==> src/rtl/owms_pkg.sv <==
// shared types and constants of the 1-wire master slot engine
package owms_pkg;

    localparam int TIMER_WIDTH_DEF = 10;
    localparam int BITS_PER_BYTE   = 8;

    localparam logic [9:0] RESET_LOW_DEF     = 10'd480;
    localparam logic [9:0] PRESENCE_WAIT_DEF = 10'd70;
    localparam logic [9:0] RESET_TAIL_DEF    = 10'd410;
    localparam logic [7:0] WRITE_ONE_DEF     = 8'd6;
    localparam logic [7:0] WRITE_ZERO_DEF    = 8'd60;
    localparam logic [7:0] READ_LOW_DEF      = 8'd6;
    localparam logic [7:0] READ_SAMPLE_DEF   = 8'd9;
    localparam logic [7:0] SLOT_DEF          = 8'd70;

    typedef enum logic [2:0] {
        PH_IDLE      = 3'd0,
        PH_RST_LOW   = 3'd1,
        PH_RST_WAIT  = 3'd2,
        PH_RST_TAIL  = 3'd3,
        PH_SLOT_LOW  = 3'd4,
        PH_SLOT_WAIT = 3'd5,
        PH_SLOT_PAD  = 3'd6
    } phase_t;

    typedef enum logic [1:0] {
        OP_TICK  = 2'd0,
        OP_RESET = 2'd1,
        OP_WRITE = 2'd2,
        OP_READ  = 2'd3
    } op_t;

    typedef enum logic [2:0] {
        CFG_RESET_LOW     = 3'd0,
        CFG_PRESENCE_WAIT = 3'd1,
        CFG_RESET_TAIL    = 3'd2,
        CFG_WRITE_ONE     = 3'd3,
        CFG_WRITE_ZERO    = 3'd4,
        CFG_READ_LOW      = 3'd5,
        CFG_READ_SAMPLE   = 3'd6,
        CFG_SLOT          = 3'd7
    } cfg_idx_t;

    typedef struct packed {
        logic [1:0] mode;
        logic [7:0] write_data;
        logic       bus_level;
    } in_item_t;

    typedef struct packed {
        logic       drive_low;
        logic       busy_res;
        logic       done_res;
        logic       presence;
        logic [7:0] read_data;
        logic       rejected;
    } out_item_t;

    typedef struct packed {
        logic [9:0] reset_low_us;
        logic [9:0] presence_wait_us;
        logic [9:0] reset_tail_us;
        logic [7:0] write_one_low_us;
        logic [7:0] write_zero_low_us;
        logic [7:0] read_low_us;
        logic [7:0] read_sample_us;
        logic [7:0] slot_us;
    } cfg_t;

    typedef struct packed {
        phase_t     phase;
        logic [2:0] bit_index;
        logic [7:0] shift_data;
        op_t        op_kind;
        logic       presence_flag;
        logic [7:0] last_read;
    } ctl_state_t;

endpackage

==> src/rtl/onewire_master_slot_engine.sv <==
// top level of the 1-wire master slot engine
// Each input word is one microsecond tick, optionally carrying a command (reset, byte write,
// byte read); each accepted word yields exactly one result word with the line drive, status
// and last presence and read results. Words pass through an input register and a result
// register with the engine's counter and phase update in between, so one word is taken per
// clock when the output side keeps up; the result word is offered from the result register
// once its input word has passed from the input register through the update.
// Configuration writes take effect at once and are meant to be made while the engine is idle.
module onewire_master_slot_engine #(
    parameter int TIMER_WIDTH = owms_pkg::TIMER_WIDTH_DEF
) (
    input  logic                clk,
    input  logic                rst_n,
    input  logic                in_valid,
    output logic                in_ready,
    input  owms_pkg::in_item_t  in_data,
    output logic                out_valid,
    input  logic                out_ready,
    output owms_pkg::out_item_t out_data,
    input  logic                cfg_valid,
    output logic                cfg_ready,
    input  logic [2:0]          cfg_index,
    input  logic [9:0]          cfg_data
);

    owms_pkg::cfg_t          cfg_reg;
    owms_pkg::ctl_state_t    state_reg;
    owms_pkg::ctl_state_t    state_next;
    logic [TIMER_WIDTH-1:0]  tick_reg;
    logic [TIMER_WIDTH-1:0]  tick_next;
    logic                    in_valid_reg;
    owms_pkg::in_item_t      in_word_reg;
    logic                    out_valid_reg;
    owms_pkg::out_item_t     out_word_reg;
    owms_pkg::out_item_t     step_result;
    logic                    advance;

    assign advance   = ~out_valid_reg | out_ready;
    assign in_ready  = ~in_valid_reg | advance;
    assign out_valid = out_valid_reg;
    assign out_data  = out_word_reg;
    assign cfg_ready = 1'b1;

    // configuration registers
    always_ff @(posedge clk or negedge rst_n)
    begin
        if (!rst_n)
        begin
            cfg_reg.reset_low_us      <= owms_pkg::RESET_LOW_DEF;
            cfg_reg.presence_wait_us  <= owms_pkg::PRESENCE_WAIT_DEF;
            cfg_reg.reset_tail_us     <= owms_pkg::RESET_TAIL_DEF;
            cfg_reg.write_one_low_us  <= owms_pkg::WRITE_ONE_DEF;
            cfg_reg.write_zero_low_us <= owms_pkg::WRITE_ZERO_DEF;
            cfg_reg.read_low_us       <= owms_pkg::READ_LOW_DEF;
            cfg_reg.read_sample_us    <= owms_pkg::READ_SAMPLE_DEF;
            cfg_reg.slot_us           <= owms_pkg::SLOT_DEF;
        end
        else if (cfg_valid)
        begin
            unique case (owms_pkg::cfg_idx_t'(cfg_index))
                owms_pkg::CFG_RESET_LOW:     cfg_reg.reset_low_us      <= cfg_data;
                owms_pkg::CFG_PRESENCE_WAIT: cfg_reg.presence_wait_us  <= cfg_data;
                owms_pkg::CFG_RESET_TAIL:    cfg_reg.reset_tail_us     <= cfg_data;
                owms_pkg::CFG_WRITE_ONE:     cfg_reg.write_one_low_us  <= cfg_data[7:0];
                owms_pkg::CFG_WRITE_ZERO:    cfg_reg.write_zero_low_us <= cfg_data[7:0];
                owms_pkg::CFG_READ_LOW:      cfg_reg.read_low_us       <= cfg_data[7:0];
                owms_pkg::CFG_READ_SAMPLE:   cfg_reg.read_sample_us    <= cfg_data[7:0];
                owms_pkg::CFG_SLOT:          cfg_reg.slot_us           <= cfg_data[7:0];
                default:                     cfg_reg.slot_us           <= cfg_reg.slot_us;
            endcase
        end
    end

    // input register
    always_ff @(posedge clk or negedge rst_n)
    begin
        if (!rst_n)
            in_valid_reg <= 1'b0;
        else if (in_ready)
            in_valid_reg <= in_valid;
    end

    always_ff @(posedge clk)
    begin
        if (in_ready && in_valid)
            in_word_reg <= in_data;
    end

    owms_step #(
        .TIMER_WIDTH (TIMER_WIDTH)
    ) u_step (
        .cfg       (cfg_reg),
        .item      (in_word_reg),
        .cur       (state_reg),
        .tick_cur  (tick_reg),
        .nxt_state (state_next),
        .tick_nxt  (tick_next),
        .result    (step_result)
    );

    // engine state and result register
    always_ff @(posedge clk or negedge rst_n)
    begin
        if (!rst_n)
        begin
            state_reg.phase         <= owms_pkg::PH_IDLE;
            state_reg.bit_index     <= '0;
            state_reg.shift_data    <= '0;
            state_reg.op_kind       <= owms_pkg::OP_TICK;
            state_reg.presence_flag <= 1'b0;
            state_reg.last_read     <= '0;
            tick_reg                <= '0;
            out_valid_reg           <= 1'b0;
        end
        else if (in_valid_reg && advance)
        begin
            state_reg     <= state_next;
            tick_reg      <= tick_next;
            out_valid_reg <= 1'b1;
        end
        else if (out_ready)
        begin
            out_valid_reg <= 1'b0;
        end
    end

    always_ff @(posedge clk)
    begin
        if (in_valid_reg && advance)
            out_word_reg <= step_result;
    end

endmodule

==> src/rtl/owms_step.sv <==
// next-state and result logic for one tick or command word
module owms_step #(
    parameter int TIMER_WIDTH = owms_pkg::TIMER_WIDTH_DEF
) (
    input  owms_pkg::cfg_t         cfg,
    input  owms_pkg::in_item_t     item,
    input  owms_pkg::ctl_state_t   cur,
    input  logic [TIMER_WIDTH-1:0] tick_cur,
    output owms_pkg::ctl_state_t   nxt_state,
    output logic [TIMER_WIDTH-1:0] tick_nxt,
    output owms_pkg::out_item_t    result
);

    localparam int CW = (TIMER_WIDTH > 10) ? TIMER_WIDTH : 10;
    localparam int RW = CW + 2;
    localparam logic [CW-1:0] TMAX_C = CW'((1 << TIMER_WIDTH) - 1);

    function automatic logic [TIMER_WIDTH-1:0] clamp_len(input logic [9:0] v);
        logic [CW-1:0] ve;
        ve = CW'(v);
        if (ve == '0)
            clamp_len = TIMER_WIDTH'(1);
        else if (ve > TMAX_C)
            clamp_len = '1;
        else
            clamp_len = TIMER_WIDTH'(ve);
    endfunction

    owms_pkg::ctl_state_t     s;
    owms_pkg::phase_t         ph_after;
    logic [TIMER_WIDTH-1:0]   tc;
    logic [TIMER_WIDTH-1:0]   len;
    logic [TIMER_WIDTH-1:0]   low_len;
    logic [TIMER_WIDTH-1:0]   sample_len;
    logic signed [RW-1:0]     rest;
    logic [7:0]               low_raw;
    logic                     drv;
    logic                     done;
    logic                     rej;
    logic                     run;

    always_comb
    begin
        s        = cur;
        tc       = tick_cur;
        drv      = 1'b0;
        done     = 1'b0;
        rej      = 1'b0;
        run      = 1'b1;
        len      = TIMER_WIDTH'(1);
        ph_after = owms_pkg::PH_IDLE;

        // command start
        if (item.mode != owms_pkg::OP_TICK)
        begin
            if (s.phase == owms_pkg::PH_IDLE)
            begin
                s.op_kind   = owms_pkg::op_t'(item.mode);
                tc          = '0;
                s.bit_index = '0;
                if (item.mode == owms_pkg::OP_RESET)
                begin
                    s.phase = owms_pkg::PH_RST_LOW;
                end
                else
                begin
                    s.phase      = owms_pkg::PH_SLOT_LOW;
                    s.shift_data = (item.mode == owms_pkg::OP_WRITE) ? item.write_data : 8'd0;
                end
            end
            else
            begin
                rej = 1'b1;
            end
        end

        // low pulse length of the current slot
        if (s.op_kind == owms_pkg::OP_WRITE)
            low_raw = s.shift_data[s.bit_index] ? cfg.write_one_low_us : cfg.write_zero_low_us;
        else
            low_raw = cfg.read_low_us;
        low_len    = clamp_len(10'(low_raw));
        sample_len = clamp_len(10'(cfg.read_sample_us));
        rest       = $signed(RW'(cfg.slot_us)) - $signed(RW'(low_len));
        if (s.op_kind == owms_pkg::OP_READ)
            rest = rest - $signed(RW'(sample_len));

        unique case (s.phase)
            owms_pkg::PH_RST_LOW:
            begin
                drv      = 1'b1;
                len      = clamp_len(cfg.reset_low_us);
                ph_after = owms_pkg::PH_RST_WAIT;
            end
            owms_pkg::PH_RST_WAIT:
            begin
                len      = clamp_len(cfg.presence_wait_us);
                ph_after = owms_pkg::PH_RST_TAIL;
            end
            owms_pkg::PH_RST_TAIL:
            begin
                if (tc == '0)
                    s.presence_flag = ~item.bus_level;
                len      = clamp_len(cfg.reset_tail_us);
                ph_after = owms_pkg::PH_IDLE;
            end
            owms_pkg::PH_SLOT_LOW:
            begin
                drv      = 1'b1;
                len      = low_len;
                ph_after = (s.op_kind == owms_pkg::OP_READ) ? owms_pkg::PH_SLOT_WAIT
                                                            : owms_pkg::PH_SLOT_PAD;
            end
            owms_pkg::PH_SLOT_WAIT:
            begin
                len      = sample_len;
                ph_after = owms_pkg::PH_SLOT_PAD;
            end
            owms_pkg::PH_SLOT_PAD:
            begin
                if (s.op_kind == owms_pkg::OP_READ && tc == '0)
                    s.shift_data = s.shift_data | (8'(item.bus_level) << s.bit_index);
                if (rest < $signed(RW'(1)))
                    len = TIMER_WIDTH'(1);
                else
                    len = TIMER_WIDTH'(rest);
                ph_after = owms_pkg::PH_SLOT_LOW;
            end
            default:
            begin
                s.phase = owms_pkg::PH_IDLE;
                run     = 1'b0;
            end
        endcase

        if (run)
        begin
            tc = tc + TIMER_WIDTH'(1);
            if (tc >= len)
            begin
                tc = '0;
                if (s.phase == owms_pkg::PH_SLOT_PAD)
                begin
                    if ({1'b0, s.bit_index} + 4'd1 >= 4'(owms_pkg::BITS_PER_BYTE))
                    begin
                        if (s.op_kind == owms_pkg::OP_READ)
                            s.last_read = s.shift_data;
                        s.phase = owms_pkg::PH_IDLE;
                        done    = 1'b1;
                    end
                    else
                    begin
                        s.bit_index = s.bit_index + 3'd1;
                        s.phase     = owms_pkg::PH_SLOT_LOW;
                    end
                end
                else
                begin
                    s.phase = ph_after;
                    if (ph_after == owms_pkg::PH_IDLE)
                        done = 1'b1;
                end
            end
        end

        nxt_state          = s;
        tick_nxt           = tc;
        result.drive_low   = drv;
        result.busy_res    = (s.phase != owms_pkg::PH_IDLE);
        result.done_res    = done;
        result.presence    = s.presence_flag;
        result.read_data   = s.last_read;
        result.rejected    = rej;
    end

endmodule

==> config.mk <==
export PLATFORM = sky130hd
export DESIGN_NAME = onewire_master_slot_engine
export DESIGN_NICKNAME = d
export VERILOG_FILES = /design/src/rtl/owms_pkg.sv /design/src/rtl/onewire_master_slot_engine.sv /design/src/rtl/owms_step.sv
export SDC_FILE = /design/constraint.sdc
export NUM_CORES = 1
export LEC_CHECK = 0
export ABC_CLOCK_PERIOD_IN_PS = 6900
export BUFFER_PORTS_ARGS = -buffer_cell sky130_fd_sc_hd__buf_2
export CAP_MARGIN = 15
export CORE_MARGIN = 3
export CORE_UTILIZATION = 56
export CTS_BUF_LIST = sky130_fd_sc_hd__clkbuf_4 sky130_fd_sc_hd__clkbuf_8 sky130_fd_sc_hd__clkbuf_16
export DETAILED_ROUTE_END_ITERATION = 8
export PLACE_DENSITY = 0.79
export SLEW_MARGIN = 10
export SYNTH_ARGS = -nofsm -noshare
export SYNTH_HDL_FRONTEND = slang
export SYNTH_SLANG_ARGS = --single-unit
==> constraint.sdc <==
create_clock -name clk -period 6.9 [get_ports clk]
set_clock_uncertainty 0.05 [all_clocks]
set_input_delay 1.38 -clock clk [delete_from_list [all_inputs] [get_ports clk]]
set_output_delay 1.38 -clock clk [all_outputs]
set_load 0.005 [all_outputs]
==> metrics.md <==
| Metric | Value |
|---|---|
| Status | `finished, violations left` |
| Failing checks | `negative setup slack` |
| N_diodes | `0` |
| Setup crit start | `state_reg[22]$_DFFE_PN0P_` |
| FF+latch area | `0.00343 sq mm` |
| Switching power | `0.00209 W` |
| Clk pwr share | `between 10% and 20%` |
| Async S/R FF share, synth | `81.7%` |
| Mapped Cells | `740` |
| Clock slew seen by the registers of the worst setup and hold paths | `0.06 ns` |
| Max-slew violation count | `0` |
| Worst VDD drop | `0.411 mV` |
| Crit path max fanout | `7` |
| Register-to-Register Path Depth | `33` |
| Worst setup path endpoint | `out_data[5]$_DFFE_PP_` |
| Worst R2R Start | `state_reg[22]$_DFFE_PN0P_` |
| Fillers | `843` |
| R2r setup slk | `-0.65 ns` |
| Flop pwr share | `22.1%` |
| Netlist cell types | `69` |
| Comb power frac | `60.4%` |
| Total gr overflow | `0` |
| Slew @ Worst Pin | `between 1 and 1.5 ns` |
| Largest net degree at the start of global routing | `71` |
| Startpoint types | `flip-flop` |
| Busiest grt layer | `met2` |
| Placed cell count | `1013` |
| Leak | `4.32 nW` |
| Worst skew pair latency | `0.43 ns` |
| Finished Layout Cells | `1060` |
| Cell row count | `42` |
| Post-synthesis cell area | `0.00763 sq mm` |
| Number of synthesized register bits | `131` |
| Detailed placement HPWL | `about 15 mm` |
| Final Setup Violations | `34` |
| Initial DRC count | `between 600 and 700` |
| Post-synth EDFFs | `24` |
| Met2 usage | `47.4%` |
| Root Driver | `clkbuf_16` |
| Finished Core Util | `73.7%` |
| Area Growth Syn to Fin | `28.4%` |
| Power Density | `517 mW/mm^2` |
| Min Tclk post-route | `approximately 7.5 ns` |
| WL/cell | `between 20 and 25 microns` |
| Die span in x | `123 microns` |
| Crit path kind | `flip-flop to flip-flop` |
| CTS tree | `built` |
| Post-DRT Antenna Nets | `0` |
| Crit end category | `flip-flop` |
| Routed vias | `6733` |
| DR vias/cell | `6.35` |
| DIE AREA | `0.0151 sq mm` |
| Highest-delay cell along the critical path | `or4b_4` |
| Clk buf depth | `2` |
| CP max stage delay | `0.56 ns` |
| First-pass iteration count of the detailed router | `6` |
| Max Freq | `132 MHz` |
| Ys Warns | `0` |
| First-pass GRT wire length | `34.0 mm` |
| Initial core utilization | `between 50% and 60%` |
| GPL Wtd Cong | `0.988` |
| Internal power | `0.00298 W` |
| CTS Hold Bufs | `0` |
| Final Hold Fails | `0` |
| H-tree depth | `4` |
| Slew HR | `approximately 22%` |
| Multi-input gate area | `0.00447 sq mm` |
| Ys flop type | `dfrtp_1` |
| Remaining DRCs | `0` |
| Fin crit share | `109%` |
| Cts bufs inserted | `17` |
| Sw Share | `41.3%` |
| WHS | `0.456 ns` |
| Worst endpoint required time | `7.03 ns` |
| Share of layout cells above drive strength 1 | `40.7%` |
| Initial antenna violation count | `0` |
| Syn Nets | `around 800` |
| RSZ-0062 raised after global routing | `yes` |
| Met1 Usage GRT | `37.9%` |
| CP bufs+invs | `4` |
| FF-to-FF End | `out_data[5]$_DFFE_PP_` |
| Nets | `932` |
| GRT Util Overall | `between 20 and 30%` |
| Seq/Total Area, Yosys | `between 40% and 50%` |
| CP arrival | `~7.7 ns` |
| Post-layout worst setup margin | `-0.649 ns` |
| Vias in the first global route | `6510` |
| Port bufs | `43` |
| Number of placed I/O pins | `45` |
| Average size of a mapped cell | `10.3 sq um` |
| Critical Path Stages | `33` |
| Die height | `123 microns` |
| Number of flip-flops under the largest register name | `70` |
| WL final | `around 22 mm` |
| Core Area | `0.0133 sq mm` |
| CP delay by family, top | `compound AO/OA/AOI/OAI gates` |
| Global Route met3 Usage | `6.50%` |
| Clk sinks | `roughly 130` |
| Max Cap Viol | `0` |
| Hold/Removal Path Class | `flip-flop to flip-flop` |
kinds of logic after synthesis:
kind of cell / count (synthesis) / share of synthesized area, %
mux: 100 / 14.5
compound gates: 170 / 14.5
simple gates: 227 / 14.9
buf+inv: 58 / 2.95
xor+xnor: 21 / 2.77
fa+ha+maj: 32 / 5.44
flops: 131 / 44.9
other cells: 1 / 0.0491
area by class of cell:
| cell class | count | area share (%) |
|---|---|---|
| sequential | 131 | 35.0 |
| tap | 176 | 2.25 |
| clock buffer | 19 | 4.74 |
| inverter | 29 | 1.11 |
| multi-input combinational | 553 | 45.6 |
| timing repair buffer | 139 | 10.0 |
| clock inverter | 13 | 1.26 |
placed cells by master (no fill, tap or decap), types with 6 or more instances in the layout:
| cell type | count |
|---|---|
| a21o_1 | 6 |
| a21oi_1 | 31 |
| a21oi_2 | 9 |
| a31oi_1 | 9 |
| and2_1 | 6 |
| buf_2 | 42 |
| buf_4 | 90 |
| clkbuf_16 | 18 |
| dfrtp_1 | 82 |
| dfstp_2 | 25 |
| edfxtp_1 | 24 |
| ha_1 | 27 |
| inv_1 | 24 |
| mux2_2 | 74 |
| mux2_4 | 10 |
| mux2i_1 | 13 |
| nand2_1 | 78 |
| nand2b_1 | 10 |
| nand3_1 | 20 |
| nor2_1 | 31 |
| nor3_1 | 9 |
| nor3b_1 | 12 |
| nor4_1 | 8 |
| o211ai_1 | 7 |
| o21ai_0 | 25 |
| o21ai_1 | 13 |
| o21ai_2 | 10 |
| or2_2 | 6 |
| xnor2_1 | 12 |
worst min-delay path by stage:
stage,start,end,depth (start not counted)
floorplan,state_reg[11]$_DFFE_PN0P_,state_reg[11]$_DFFE_PN0P_,2
global placement,tick_reg[1]$_DFFE_PN0P_,tick_reg[1]$_DFFE_PN0P_,2
detailed placement,tick_reg[1]$_DFFE_PN0P_,tick_reg[1]$_DFFE_PN0P_,2
CTS,tick_reg[1]$_DFFE_PN0P_,tick_reg[1]$_DFFE_PN0P_,2
global route,in_valid_reg$_DFFE_PN0N_,out_valid$_DFFE_PN0P_,1
finish,tick_reg[1]$_DFFE_PN0P_,tick_reg[1]$_DFFE_PN0P_,2
synth_stat cells (5+ instances only):
master | n | share of area (%)
a21o_1 | 6 | 0.59
dfrtp_1 | 82 | 27
nor4_1 | 10 | 0.82
o41ai_1 | 5 | 0.57
nor3b_1 | 12 | 1.2
xor2_1 | 6 | 0.69
o21ai_0 | 36 | 2.4
and2_1 | 6 | 0.49
or2_2 | 6 | 0.49
nor3_1 | 10 | 0.66
ha_1 | 30 | 4.9
dfstp_2 | 25 | 8.6
o21ai_1 | 12 | 0.79
mux2i_1 | 16 | 2.1
edfxtp_1 | 24 | 9.4
xnor2_1 | 13 | 1.5
a31oi_1 | 13 | 1.1
inv_1 | 26 | 1.3
a21oi_1 | 42 | 2.8
clkbuf_1 | 22 | 1.1
nand2b_1 | 11 | 0.90
o211ai_1 | 7 | 0.69
o221ai_1 | 5 | 0.57
mux2_2 | 82 | 12
o31ai_1 | 5 | 0.49
a22oi_1 | 5 | 0.49
or3_1 | 5 | 0.41
nor2b_1 | 5 | 0.41
nor2_1 | 34 | 1.7
nand2_1 | 84 | 4.1
nand3_1 | 22 | 1.4
power by group through the flow:
stage                     logic (W)  clock network (W)  registers [W]
after CTS                   0.00280           0.000889        0.00111
after global placement      0.00252                  0        0.00111
after floorplan             0.00163                  0        0.00107
final                       0.00306           0.000883        0.00112
after detailed placement    0.00263                  0        0.00112
after global routing        0.00329           0.000926        0.00114
stage by stage:
step	power [W]	cell area, sq um	TNS, ns	setup slack, ns
6_report	0.00507	9800	-18.70	-0.649
4_1_cts	0.00480	9490	-13.18	-0.486
5_1_grt	0.00535	9800	-26.97	-0.873
3_3_place_gp	0.00362	8700	-6.62	-0.307
3_5_place_dp	0.00374	8700	-19.69	-0.709
2_1_floorplan	0.00270	7740	-2.16	-0.207
worst min-delay path, stage by stage, from the launching register on:
cell	delay [ns]
dfrtp_1	0.34
nand2_1	0.06
o21ai_0	0.07
metal layers:
layer	wire, microns	up-vias
met5	0	-
met4	575	0
met3	1550	59
met2	10800	331
met1	8850	3343
li1	-	3000
what timing repair did:
action	CTS	global route
endpoints found under the setup margin	34	34
resized for setup	34	56
pin swaps	20	25
gates cloned	3	0
hold endpoints to repair	0	0
setup buffers	8	7
Note: power is estimated with default switching activity, not from simulation.
